===== src/rtl/core/psts_pkg.sv =====
`timescale 1ns / 1ps
// ---------------------------------------------------------------------------
// psts_pkg: shared types and constants
// Table geometry, station entry layout, result record layout and the
// controller state encoding of the per-source traffic statistics table.
// ---------------------------------------------------------------------------
package psts_pkg;

	// station table geometry
	localparam int TABLE_ENTRIES = 32;
	localparam int IDX_W         = $clog2(TABLE_ENTRIES);
	localparam int CNT_W         = $clog2(TABLE_ENTRIES + 1);

	// field widths
	localparam int ADDR_W = 48;
	localparam int WORD_W = 32;
	localparam int SIG_W  = 8;
	localparam int LEN_W  = 12;
	localparam int TOT_W  = 6;

	// window reset values
	localparam logic signed [SIG_W-1:0] MAX_FLOOR     = -8'sd127;
	localparam logic signed [SIG_W-1:0] THRESH_RESET  = -8'sd60;

	// frame type codes
	localparam logic [1:0] FT_MGMT    = 2'd0;
	localparam logic [1:0] FT_DATA    = 2'd1;
	localparam logic [1:0] FT_CONTROL = 2'd2;
	localparam logic [1:0] FT_OTHER   = 2'd3;

	// command and record kind codes
	localparam logic CMD_FRAME   = 1'b0;
	localparam logic CMD_CLOSE   = 1'b1;
	localparam logic KIND_SUMMARY = 1'b0;
	localparam logic KIND_STATION = 1'b1;

	// one station entry in the table memory
	typedef struct packed {
		logic [ADDR_W-1:0]        addr;
		logic [WORD_W-1:0]        packets;
		logic [WORD_W-1:0]        bytes;
		logic signed [WORD_W-1:0] sig_sum;
	} entry_t;

	// result record as it sits in the output tdata, first field highest
	typedef struct packed {
		logic [1:0]               pad;
		logic [TOT_W-1:0]         station_total;
		logic [WORD_W-1:0]        overflow_bytes;
		logic [WORD_W-1:0]        overflow_packets;
		logic signed [SIG_W-1:0]  signal_min;
		logic signed [SIG_W-1:0]  signal_max;
		logic [WORD_W-1:0]        strong_count;
		logic signed [WORD_W-1:0] signal_sum;
		logic [WORD_W-1:0]        byte_count;
		logic [WORD_W-1:0]        packet_count;
		logic [ADDR_W-1:0]        station_address;
	} out_rec_t;

	// controller states
	typedef enum logic [4:0] {
		ST_IDLE    = 5'b00001,
		ST_SEARCH  = 5'b00010,
		ST_SUMMARY = 5'b00100,
		ST_DUMP_RD = 5'b01000,
		ST_DUMP_WR = 5'b10000
	} state_t;

endpackage


===== src/rtl/core/per_source_traffic_stats_table.sv =====
`timescale 1ns / 1ps
// ---------------------------------------------------------------------------
// per_source_traffic_stats_table: per-station traffic statistics window
// Collects window totals and per-source counters in a station table memory
// and reports them as a stream of records on a close-window command.
// ---------------------------------------------------------------------------
// Usage:
// - s_* carries one transaction per received frame or close command.
//   s_tuser = {frame_type, command}; s_tdata = {source_address,
//   frame_length, signal_dbm}, last field in the lowest bits.
// - m_* carries result records; m_tuser is the record kind, m_tlast marks
//   the final record of a report.
// - cfg_* writes the strong-signal threshold; cfg_ready is always high.
// - A management or data frame is searched in the station table memory,
//   one entry read per cycle with the compare in the cycle after the read,
//   until a hit or the last stored station; a miss inserts the station or,
//   with the table full, counts the frame as overflow. Control frames and
//   ignored frames are not searched. The table has a single read port.
// - A close command gives one summary record, then one record per stored
//   station in insertion order, each read from the table and then loaded
//   into the output register. The window is cleared with the last one.
// - If the receiver stalls, the output register holds its record and the
//   report waits; no input is taken until the report is done.
// - Reset clears the window counters and sets the threshold to -60; the
//   table contents are left as they are and read only after being written.
// ---------------------------------------------------------------------------
module per_source_traffic_stats_table (
	input  logic         clk,
	input  logic         arst_n,
	// input stream
	input  logic         s_tvalid,
	output logic         s_tready,
	input  logic [71:0]  s_tdata,   // signal_dbm, frame_length, source_address, zero pad
	input  logic [2:0]   s_tuser,   // command, frame_type
	// output stream
	output logic         m_tvalid,
	input  logic         m_tready,
	output logic [263:0] m_tdata,   // station_address, packet_count, byte_count,
	                                // signal_sum, strong_count, signal_max, signal_min,
	                                // overflow_packets, overflow_bytes, station_total, pad
	output logic         m_tuser,   // record_kind
	output logic         m_tlast,
	// threshold register write
	input  logic         cfg_valid,
	output logic         cfg_ready,
	input  logic [7:0]   cfg_data
);

	localparam int IW = psts_pkg::IDX_W;
	localparam int CW = psts_pkg::CNT_W;
	localparam int WW = psts_pkg::WORD_W;
	localparam int SW = psts_pkg::SIG_W;

	// input field unpacking
	logic                          in_cmd;
	logic [1:0]                    in_ftype;
	logic signed [SW-1:0]          in_sig;
	logic [psts_pkg::LEN_W-1:0]    in_len;
	logic [psts_pkg::ADDR_W-1:0]   in_addr;

	assign in_cmd   = s_tuser[0];
	assign in_ftype = s_tuser[2:1];
	assign in_sig   = s_tdata[7:0];
	assign in_len   = s_tdata[19:8];
	assign in_addr  = s_tdata[67:20];

	// state and registers
	psts_pkg::state_t              state_q, state_d;
	logic signed [SW-1:0]          thr_q;
	logic signed [SW-1:0]          sig_q;
	logic [psts_pkg::LEN_W-1:0]    len_q;
	logic [psts_pkg::ADDR_W-1:0]   addr_q;
	logic [WW-1:0]                 win_pk_q, win_by_q, win_strong_q;
	logic signed [WW-1:0]          win_sum_q;
	logic signed [SW-1:0]          win_max_q, win_min_q;
	logic [CW-1:0]                 stored_q;
	logic [WW-1:0]                 spill_pk_q, spill_by_q;
	logic [CW-1:0]                 idx_q;
	logic                          rd_valid_s1;
	logic [IW-1:0]                 rd_idx_s1;
	psts_pkg::entry_t              rdata_s1;
	psts_pkg::out_rec_t            out_q;
	logic                          out_valid_q, out_kind_q, out_last_q;

	// station table memory
	psts_pkg::entry_t              mem [psts_pkg::TABLE_ENTRIES];

	// control
	logic                          s_acc;
	logic                          out_free;
	logic                          rd_en;
	logic [IW-1:0]                 rd_addr;
	logic                          hit;
	logic                          miss_done;
	logic                          mem_we;
	logic [IW-1:0]                 mem_waddr;
	psts_pkg::entry_t              mem_wdata;
	logic                          do_insert;
	logic                          do_spill;
	logic                          load_sum;
	logic                          load_st;
	logic                          st_last;
	logic                          clear_win;
	logic                          win_upd;
	logic signed [WW-1:0]          in_sig_ext;
	logic signed [WW-1:0]          sig_q_ext;
	logic [WW-1:0]                 len_q_ext;

	assign s_tready  = (state_q == psts_pkg::ST_IDLE);
	assign cfg_ready = 1'b1;
	assign s_acc     = s_tvalid & s_tready;
	assign out_free  = ~out_valid_q | m_tready;

	assign in_sig_ext = WW'(in_sig);
	assign sig_q_ext  = WW'(sig_q);
	assign len_q_ext  = WW'(len_q);

	assign win_upd = s_acc && (in_cmd == psts_pkg::CMD_FRAME)
		&& (in_ftype != psts_pkg::FT_OTHER);

	// search compare, in the cycle after the read
	assign hit = rd_valid_s1 && (rdata_s1.addr == addr_q);
	assign miss_done = (stored_q == '0)
		|| (rd_valid_s1 && !hit && (CW'(rd_idx_s1) == stored_q - CW'(1)));
	assign st_last = (idx_q == stored_q - CW'(1));

	// next state and datapath control
	always_comb begin
		state_d   = state_q;
		rd_en     = 1'b0;
		rd_addr   = idx_q[IW-1:0];
		mem_we    = 1'b0;
		mem_waddr = rd_idx_s1;
		mem_wdata = '{addr: addr_q, packets: rdata_s1.packets + WW'(1),
			bytes: rdata_s1.bytes + len_q_ext, sig_sum: rdata_s1.sig_sum + sig_q_ext};
		do_insert = 1'b0;
		do_spill  = 1'b0;
		load_sum  = 1'b0;
		load_st   = 1'b0;
		clear_win = 1'b0;
		unique case (state_q)
			psts_pkg::ST_IDLE: begin
				if (s_acc) begin
					if (in_cmd == psts_pkg::CMD_CLOSE) begin
						state_d = psts_pkg::ST_SUMMARY;
					end else if (in_ftype == psts_pkg::FT_MGMT
						|| in_ftype == psts_pkg::FT_DATA) begin
						state_d = psts_pkg::ST_SEARCH;
					end
				end
			end
			psts_pkg::ST_SEARCH: begin
				if (hit) begin
					mem_we  = 1'b1;
					state_d = psts_pkg::ST_IDLE;
				end else if (miss_done) begin
					if (stored_q < CW'(psts_pkg::TABLE_ENTRIES)) begin
						do_insert = 1'b1;
						mem_we    = 1'b1;
						mem_waddr = stored_q[IW-1:0];
						mem_wdata = '{addr: addr_q, packets: WW'(1), bytes: len_q_ext,
							sig_sum: sig_q_ext};
					end else begin
						do_spill = 1'b1;
					end
					state_d = psts_pkg::ST_IDLE;
				end else begin
					rd_en = (idx_q < stored_q);
				end
			end
			psts_pkg::ST_SUMMARY: begin
				if (out_free) begin
					load_sum = 1'b1;
					if (stored_q == '0) begin
						clear_win = 1'b1;
						state_d   = psts_pkg::ST_IDLE;
					end else begin
						state_d = psts_pkg::ST_DUMP_RD;
					end
				end
			end
			psts_pkg::ST_DUMP_RD: begin
				rd_en   = 1'b1;
				state_d = psts_pkg::ST_DUMP_WR;
			end
			psts_pkg::ST_DUMP_WR: begin
				if (out_free) begin
					load_st = 1'b1;
					if (st_last) begin
						clear_win = 1'b1;
						state_d   = psts_pkg::ST_IDLE;
					end else begin
						state_d = psts_pkg::ST_DUMP_RD;
					end
				end
			end
			default: state_d = psts_pkg::ST_IDLE;
		endcase
	end

	// table memory, synchronous read
	always_ff @(posedge clk) begin
		if (mem_we) begin
			mem[mem_waddr] <= mem_wdata;
		end
		if (rd_en) begin
			rdata_s1 <= mem[rd_addr];
		end
	end

	// frame fields captured at acceptance
	always_ff @(posedge clk) begin
		if (s_acc) begin
			sig_q   <= in_sig;
			len_q   <= in_len;
			addr_q  <= in_addr;
		end
		if (rd_en) begin
			rd_idx_s1 <= rd_addr;
		end
	end

	// control state, window totals and table bookkeeping
	always_ff @(posedge clk or negedge arst_n) begin
		if (!arst_n) begin
			state_q      <= psts_pkg::ST_IDLE;
			thr_q        <= psts_pkg::THRESH_RESET;
			win_pk_q     <= '0;
			win_by_q     <= '0;
			win_strong_q <= '0;
			win_sum_q    <= '0;
			win_max_q    <= psts_pkg::MAX_FLOOR;
			win_min_q    <= '0;
			stored_q     <= '0;
			spill_pk_q   <= '0;
			spill_by_q   <= '0;
			idx_q        <= '0;
			rd_valid_s1  <= 1'b0;
		end else begin
			state_q     <= state_d;
			rd_valid_s1 <= rd_en && (state_q == psts_pkg::ST_SEARCH);
			if (cfg_valid) begin
				thr_q <= cfg_data;
			end
			// window totals on every counted frame
			if (win_upd) begin
				win_pk_q  <= win_pk_q + WW'(1);
				win_by_q  <= win_by_q + WW'(in_len);
				win_sum_q <= win_sum_q + in_sig_ext;
				if (in_sig > thr_q) begin
					win_strong_q <= win_strong_q + WW'(1);
				end
				if (in_sig > win_max_q) begin
					win_max_q <= in_sig;
				end
				if (win_min_q == '0 || in_sig < win_min_q) begin
					win_min_q <= in_sig;
				end
			end
			// read index for search and report
			if (s_acc || load_sum) begin
				idx_q <= '0;
			end else if (rd_en && state_q == psts_pkg::ST_SEARCH) begin
				idx_q <= idx_q + CW'(1);
			end else if (load_st) begin
				idx_q <= idx_q + CW'(1);
			end
			if (do_insert) begin
				stored_q <= stored_q + CW'(1);
			end
			if (do_spill) begin
				spill_pk_q <= spill_pk_q + WW'(1);
				spill_by_q <= spill_by_q + len_q_ext;
			end
			// window clear after the last record of a report
			if (clear_win) begin
				win_pk_q     <= '0;
				win_by_q     <= '0;
				win_strong_q <= '0;
				win_sum_q    <= '0;
				win_max_q    <= psts_pkg::MAX_FLOOR;
				win_min_q    <= '0;
				stored_q     <= '0;
				spill_pk_q   <= '0;
				spill_by_q   <= '0;
			end
		end
	end

	// output register valid
	always_ff @(posedge clk or negedge arst_n) begin
		if (!arst_n) begin
			out_valid_q <= 1'b0;
		end else if (load_sum || load_st) begin
			out_valid_q <= 1'b1;
		end else if (m_tready) begin
			out_valid_q <= 1'b0;
		end
	end

	// output record payload
	always_ff @(posedge clk) begin
		if (load_sum) begin
			out_kind_q <= psts_pkg::KIND_SUMMARY;
			out_last_q <= (stored_q == '0);
			out_q      <= '{pad: 2'b00,
				station_total: psts_pkg::TOT_W'(stored_q),
				overflow_bytes: spill_by_q, overflow_packets: spill_pk_q,
				signal_min: win_min_q, signal_max: win_max_q,
				strong_count: win_strong_q, signal_sum: win_sum_q,
				byte_count: win_by_q, packet_count: win_pk_q,
				station_address: '0};
		end else if (load_st) begin
			out_kind_q <= psts_pkg::KIND_STATION;
			out_last_q <= st_last;
			out_q      <= '{pad: 2'b00, station_total: '0,
				overflow_bytes: '0, overflow_packets: '0,
				signal_min: '0, signal_max: '0, strong_count: '0,
				signal_sum: rdata_s1.sig_sum, byte_count: rdata_s1.bytes,
				packet_count: rdata_s1.packets, station_address: rdata_s1.addr};
		end
	end

	assign m_tvalid = out_valid_q;
	assign m_tdata  = out_q;
	assign m_tuser  = out_kind_q;
	assign m_tlast  = out_last_q;

	// the table never holds more stations than it has entries
	assert property (@(posedge clk) disable iff (!arst_n)
		stored_q <= CW'(psts_pkg::TABLE_ENTRIES))
		else $error("station count beyond table size");

	// the table is written only while a frame is being looked up
	assert property (@(posedge clk) disable iff (!arst_n)
		mem_we |-> (state_q == psts_pkg::ST_SEARCH))
		else $error("table write outside search");

	// a close command always starts a report with the summary record
	assert property (@(posedge clk) disable iff (!arst_n)
		(s_acc && in_cmd == psts_pkg::CMD_CLOSE) |=> (state_q == psts_pkg::ST_SUMMARY))
		else $error("close command did not start a report");

	// a new record is never loaded over one that the receiver has not taken
	assert property (@(posedge clk) disable iff (!arst_n)
		(out_valid_q && !m_tready) |-> !(load_sum || load_st))
		else $error("output record overwritten");

endmodule

===== config.mk =====
export PLATFORM = sky130hd
export DESIGN_NAME = per_source_traffic_stats_table
export DESIGN_NICKNAME = d
export VERILOG_FILES = /design/src/rtl/core/psts_pkg.sv /design/src/rtl/core/per_source_traffic_stats_table.sv
export SDC_FILE = /design/constraint.sdc
export NUM_CORES = 2
export LEC_CHECK = 0
export BUFFER_PORTS_ARGS = -buffer_cell sky130_fd_sc_hd__buf_2
export CORE_UTILIZATION = 54
export DETAILED_ROUTE_END_ITERATION = 10
export PLACE_DENSITY = 0.71
export SYNTH_ARGS = -nofsm -noshare
export SYNTH_HDL_FRONTEND = slang
export SYNTH_MEMORY_MAX_BITS = 65536
export SYNTH_SLANG_ARGS = --single-unit

===== constraint.sdc =====
create_clock -name clk -period 13.1 [get_ports clk]
set_clock_uncertainty 0.1 [all_clocks]
set_input_delay 0.655 -clock clk [delete_from_list [all_inputs] [get_ports clk]]
set_output_delay 0.655 -clock clk [all_outputs]
set_load 0.01 [all_outputs]

==> metrics <==
Port Buffers=349; Post-Route WL=530100 um; Final Hold Viols=0; RSZ-0062 raised after global routing=no; area of the core=383400 um^2; layout net count=10650; Num CTS Buffers=536; top-area cell type share of the netlist area=72.55%; fmax=120.4 MHz; Setup crit start=addr_q[46]$_DFFE_PP_; wire per inst=33.32 um; RD Place Congestion=0.8618; Slew headroom=8.260%; Area Overhead vs Synth=13.01%; average vias per placed instance=6.620; Internal=32.74 mW; setup bufs post-CTS=0; Placed Area=217600 um^2; CP Capture Type=flop; share of layout cells above drive strength 1=28.42%; Comb pwr share=18.1%; routed vias=105300; synth unique cells=99; Clock Power Share=33.7%; number of synthesized flops with an enable pin=5040; Final Max Slew Viols=0; DRC=0; met2 wire length=257100 um; Post-Layout Inst Area=235700 um^2; Psw=11.72 mW; most frequently used flop master after synthesis=edfxtp_1; first-pass GRT wire length=757700 um; Mapped Cells=9639; HP Start=s_tvalid; Worst Hold Class=input pin to flop; RR Startpoint=addr_q[46]$_DFFE_PP_; PwrDens=188.6 nW/um^2; critical path data required time=13640 ps; die area=388800 um^2; Synth warnings=0; Max Root-Sink Buffers=4; # setup viols final=0; Fill cells=25450; crit path DAT=8850 ps; vias in the first global route=104700; fraction of synthesis flops using an asynchronous set or reset pin=4.414%; Initial Util=54.40%; IO Count=357; Synth Area per Inst=21.64 um^2; Sw Ratio=26.36%; Max Cap Violations=0; met1 WL=200900 um; die width=623.5 um; status=finished, final reports clean; largest net degree at the start of global routing=153; top cells by area, synth=edfxtp_1, mux4_2, dfrtp_1, mux2_2, ha_1; FF+latch count, synth=5324; drt pass-1 iters=6; CTS Root Cell=clkbuf_16; Seq/Total Area, Yosys=75.85%; static leakage=74.51 nW; VDD IR-drop max=0.0001656 V; flip-flop and latch area=158200 um^2; All-Layer GR Usage=27.18%; Die Y=623.5 um; total congestion overflow=0; Syn Std Cell Area=208600 um^2; setup tns final=0 ps; crit-path max FO=65; H-tree levels=6; top sig layer=met5; Final Cycle Share=63.39%; register share of total power=48.2%; # rows=227; Clock Latency Late Sink=1080 ps; Worst-Margin Slew=1376 ps; CTS tree=done; area of the multi-input gates=48520 um^2; antenna viol nets, final=0; crit start category=flop; CTS sink cnt=5324; DR iter-0 viols=14260; initial antenna violation count=18; minimum clock period=8304 ps; Final HPWL DP=269100 um; Met3 Wirelength=55770 um; clock slew at reported path FFs=60 ps; largest area contributor in the netlist=edfxtp_1; worst setup path class=flop to flop
[cell families after synthesis]
logic type,Yosys count,share of synthesized area [%]
AND/OR/NAND/NOR,1100,2.590
adder cells (fa/ha/maj),140,0.8577
buffers and inverters,559,1.070
XOR/XNOR,310,1.305
AO/OA/AOI/OAI,588,1.840
multiplexers,1616,16.49
flip-flops,5324,75.85
other,2,0.003600
[routing by layer]
layer / global-route usage, % / vias to the layer above
li1: - / 41750
met1: 39.22 / 56220
met2: 43.71 / 6450
met3: 4.105 / 902
met4: 7.923 / 10
met5: 0 / -
[registers in the layout, indices dropped and copies added (netlist names), 6 cells and up]
register / flops
stored_q: 6
rdata_s1: 144
win_max_q: 8
idx_q: 6
win_strong_q: 32
win_pk_q: 32
win_min_q: 8
win_sum_q: 32
len_q: 12
spill_pk_q: 32
mem: 4608
thr_q: 8
win_by_q: 32
sig_q: 8
m_tdata: 262
spill_by_q: 32
addr_q: 48
[worst paths after layout]
path	endpoint	slack, ps	depth (start not counted)
max in group asynchronous	win_sum_q[12]$_DFFE_PN0P_	11050	3
min in group asynchronous	spill_pk_q[15]$_DFFE_PN0P_	170	2
setup reg to reg	mem[16][88]$_DFFE_PP_	4800	12
hold / removal	len_q[0]$_DFFE_PP_	110	2
setup / recovery	mem[16][88]$_DFFE_PP_	4800	12
hold reg to reg	m_tdata[12]$_SDFFE_PP0P_	350	2
[cell type report]
class / count / share of cell area [%]
inverters: 72 / 0.1146
well taps: 5038 / 2.674
flip-flops and latches: 5324 / 67.12
clock buffers: 692 / 6.130
multi-input cells: 3757 / 20.58
repair buffers: 731 / 2.225
clock inverters: 273 / 1.126
diodes: 24 / 0.02548
[power groups by stage]
stage	combinational, mW	sequential [mW]	clock (mW)
6_report	8.04	21.4	15.0
5_1_grt	8.64	21.5	15.8
4_1_cts	8.07	21.4	15.1
3_5_place_dp	7.98	21.8	0
3_3_place_gp	7.73	21.7	0
2_1_floorplan	5.65	21.6	0
[what timing repair did]
action,CTS,global route
resized for setup,0,0
hold buffers,93,0
endpoints found under the hold margin,205,0
[cells in the final DEF, fill, tap and decap left out, drive strengths merged, types with 13 or more instances in the layout]
cell	netlist	final
nand2	283	283
nor4	13	13
o21a	16	16
and3	151	151
nand2b	21	21
buf	210	638
edfxtp	5040	5040
inv	72	101
nor2b	19	19
xor2	155	155
o21ai	193	193
a211oi	14	14
mux2i	22	22
o211ai	17	17
mux4	1440	1440
dlygate4sd3	0	93
mux2	154	154
nand3	141	141
a21o	38	38
dfrtp	229	229
nand4	52	52
or3	27	27
a21oi	138	138
nor3	26	26
nor2	312	312
clkbuf	277	692
clkinvlp	0	13
clkinv	0	197
bufinv	0	34
diode	0	24
ha	135	135
xnor2	155	155
dfxtp	49	49
a22o	92	92
[cell usage after synthesis, types with 16 or more instances]
master and instances:
a21o_1 38, a21oi_1 138, a22o_1 91, and3_1 150
buf_1 146, buf_2 49, clkbuf_1 276, dfrtp_1 229
dfxtp_1 49, edfxtp_1 5040, ha_1 135, inv_1 72
mux2_2 153, mux2i_1 22, mux4_2 1440, nand2_1 283
nand2b_1 20, nand3_1 136, nand4_1 48, nor2_1 310
nor2b_1 19, nor3_1 22, o211ai_1 17, o21a_1 16
o21ai_0 185, or3_1 26, xnor2_1 154, xor2_1 155
[per-stage QoR]
stage	util [%]	hold slack, ps	worst slack, ps	total power [mW]	instances
floorplan	-	259.4	3612	27.26	9640
global placement	56.76	343.7	4984	29.44	14830
detailed placement	56.76	347.6	4931	29.75	14830
CTS	61.47	28.78	4896	44.62	15890
global route	61.47	75.50	4636	45.88	15900
finish	61.48	108.1	4796	44.46	15910
[worst max-delay path, stage by stage, from the launching register on]
cell      delay (ps)
edfxtp_1         760
xnor2_1          980
nand4_1          210
nor4_2          1000
buf_4            250
nand4_1          450
nand3_1          340
a211oi_4         180
mux2i_1          270
nand3_1          650
nor2_4          1260
buf_12           590
buf_4            690
Note: power is estimated with default switching activity, not from simulation.
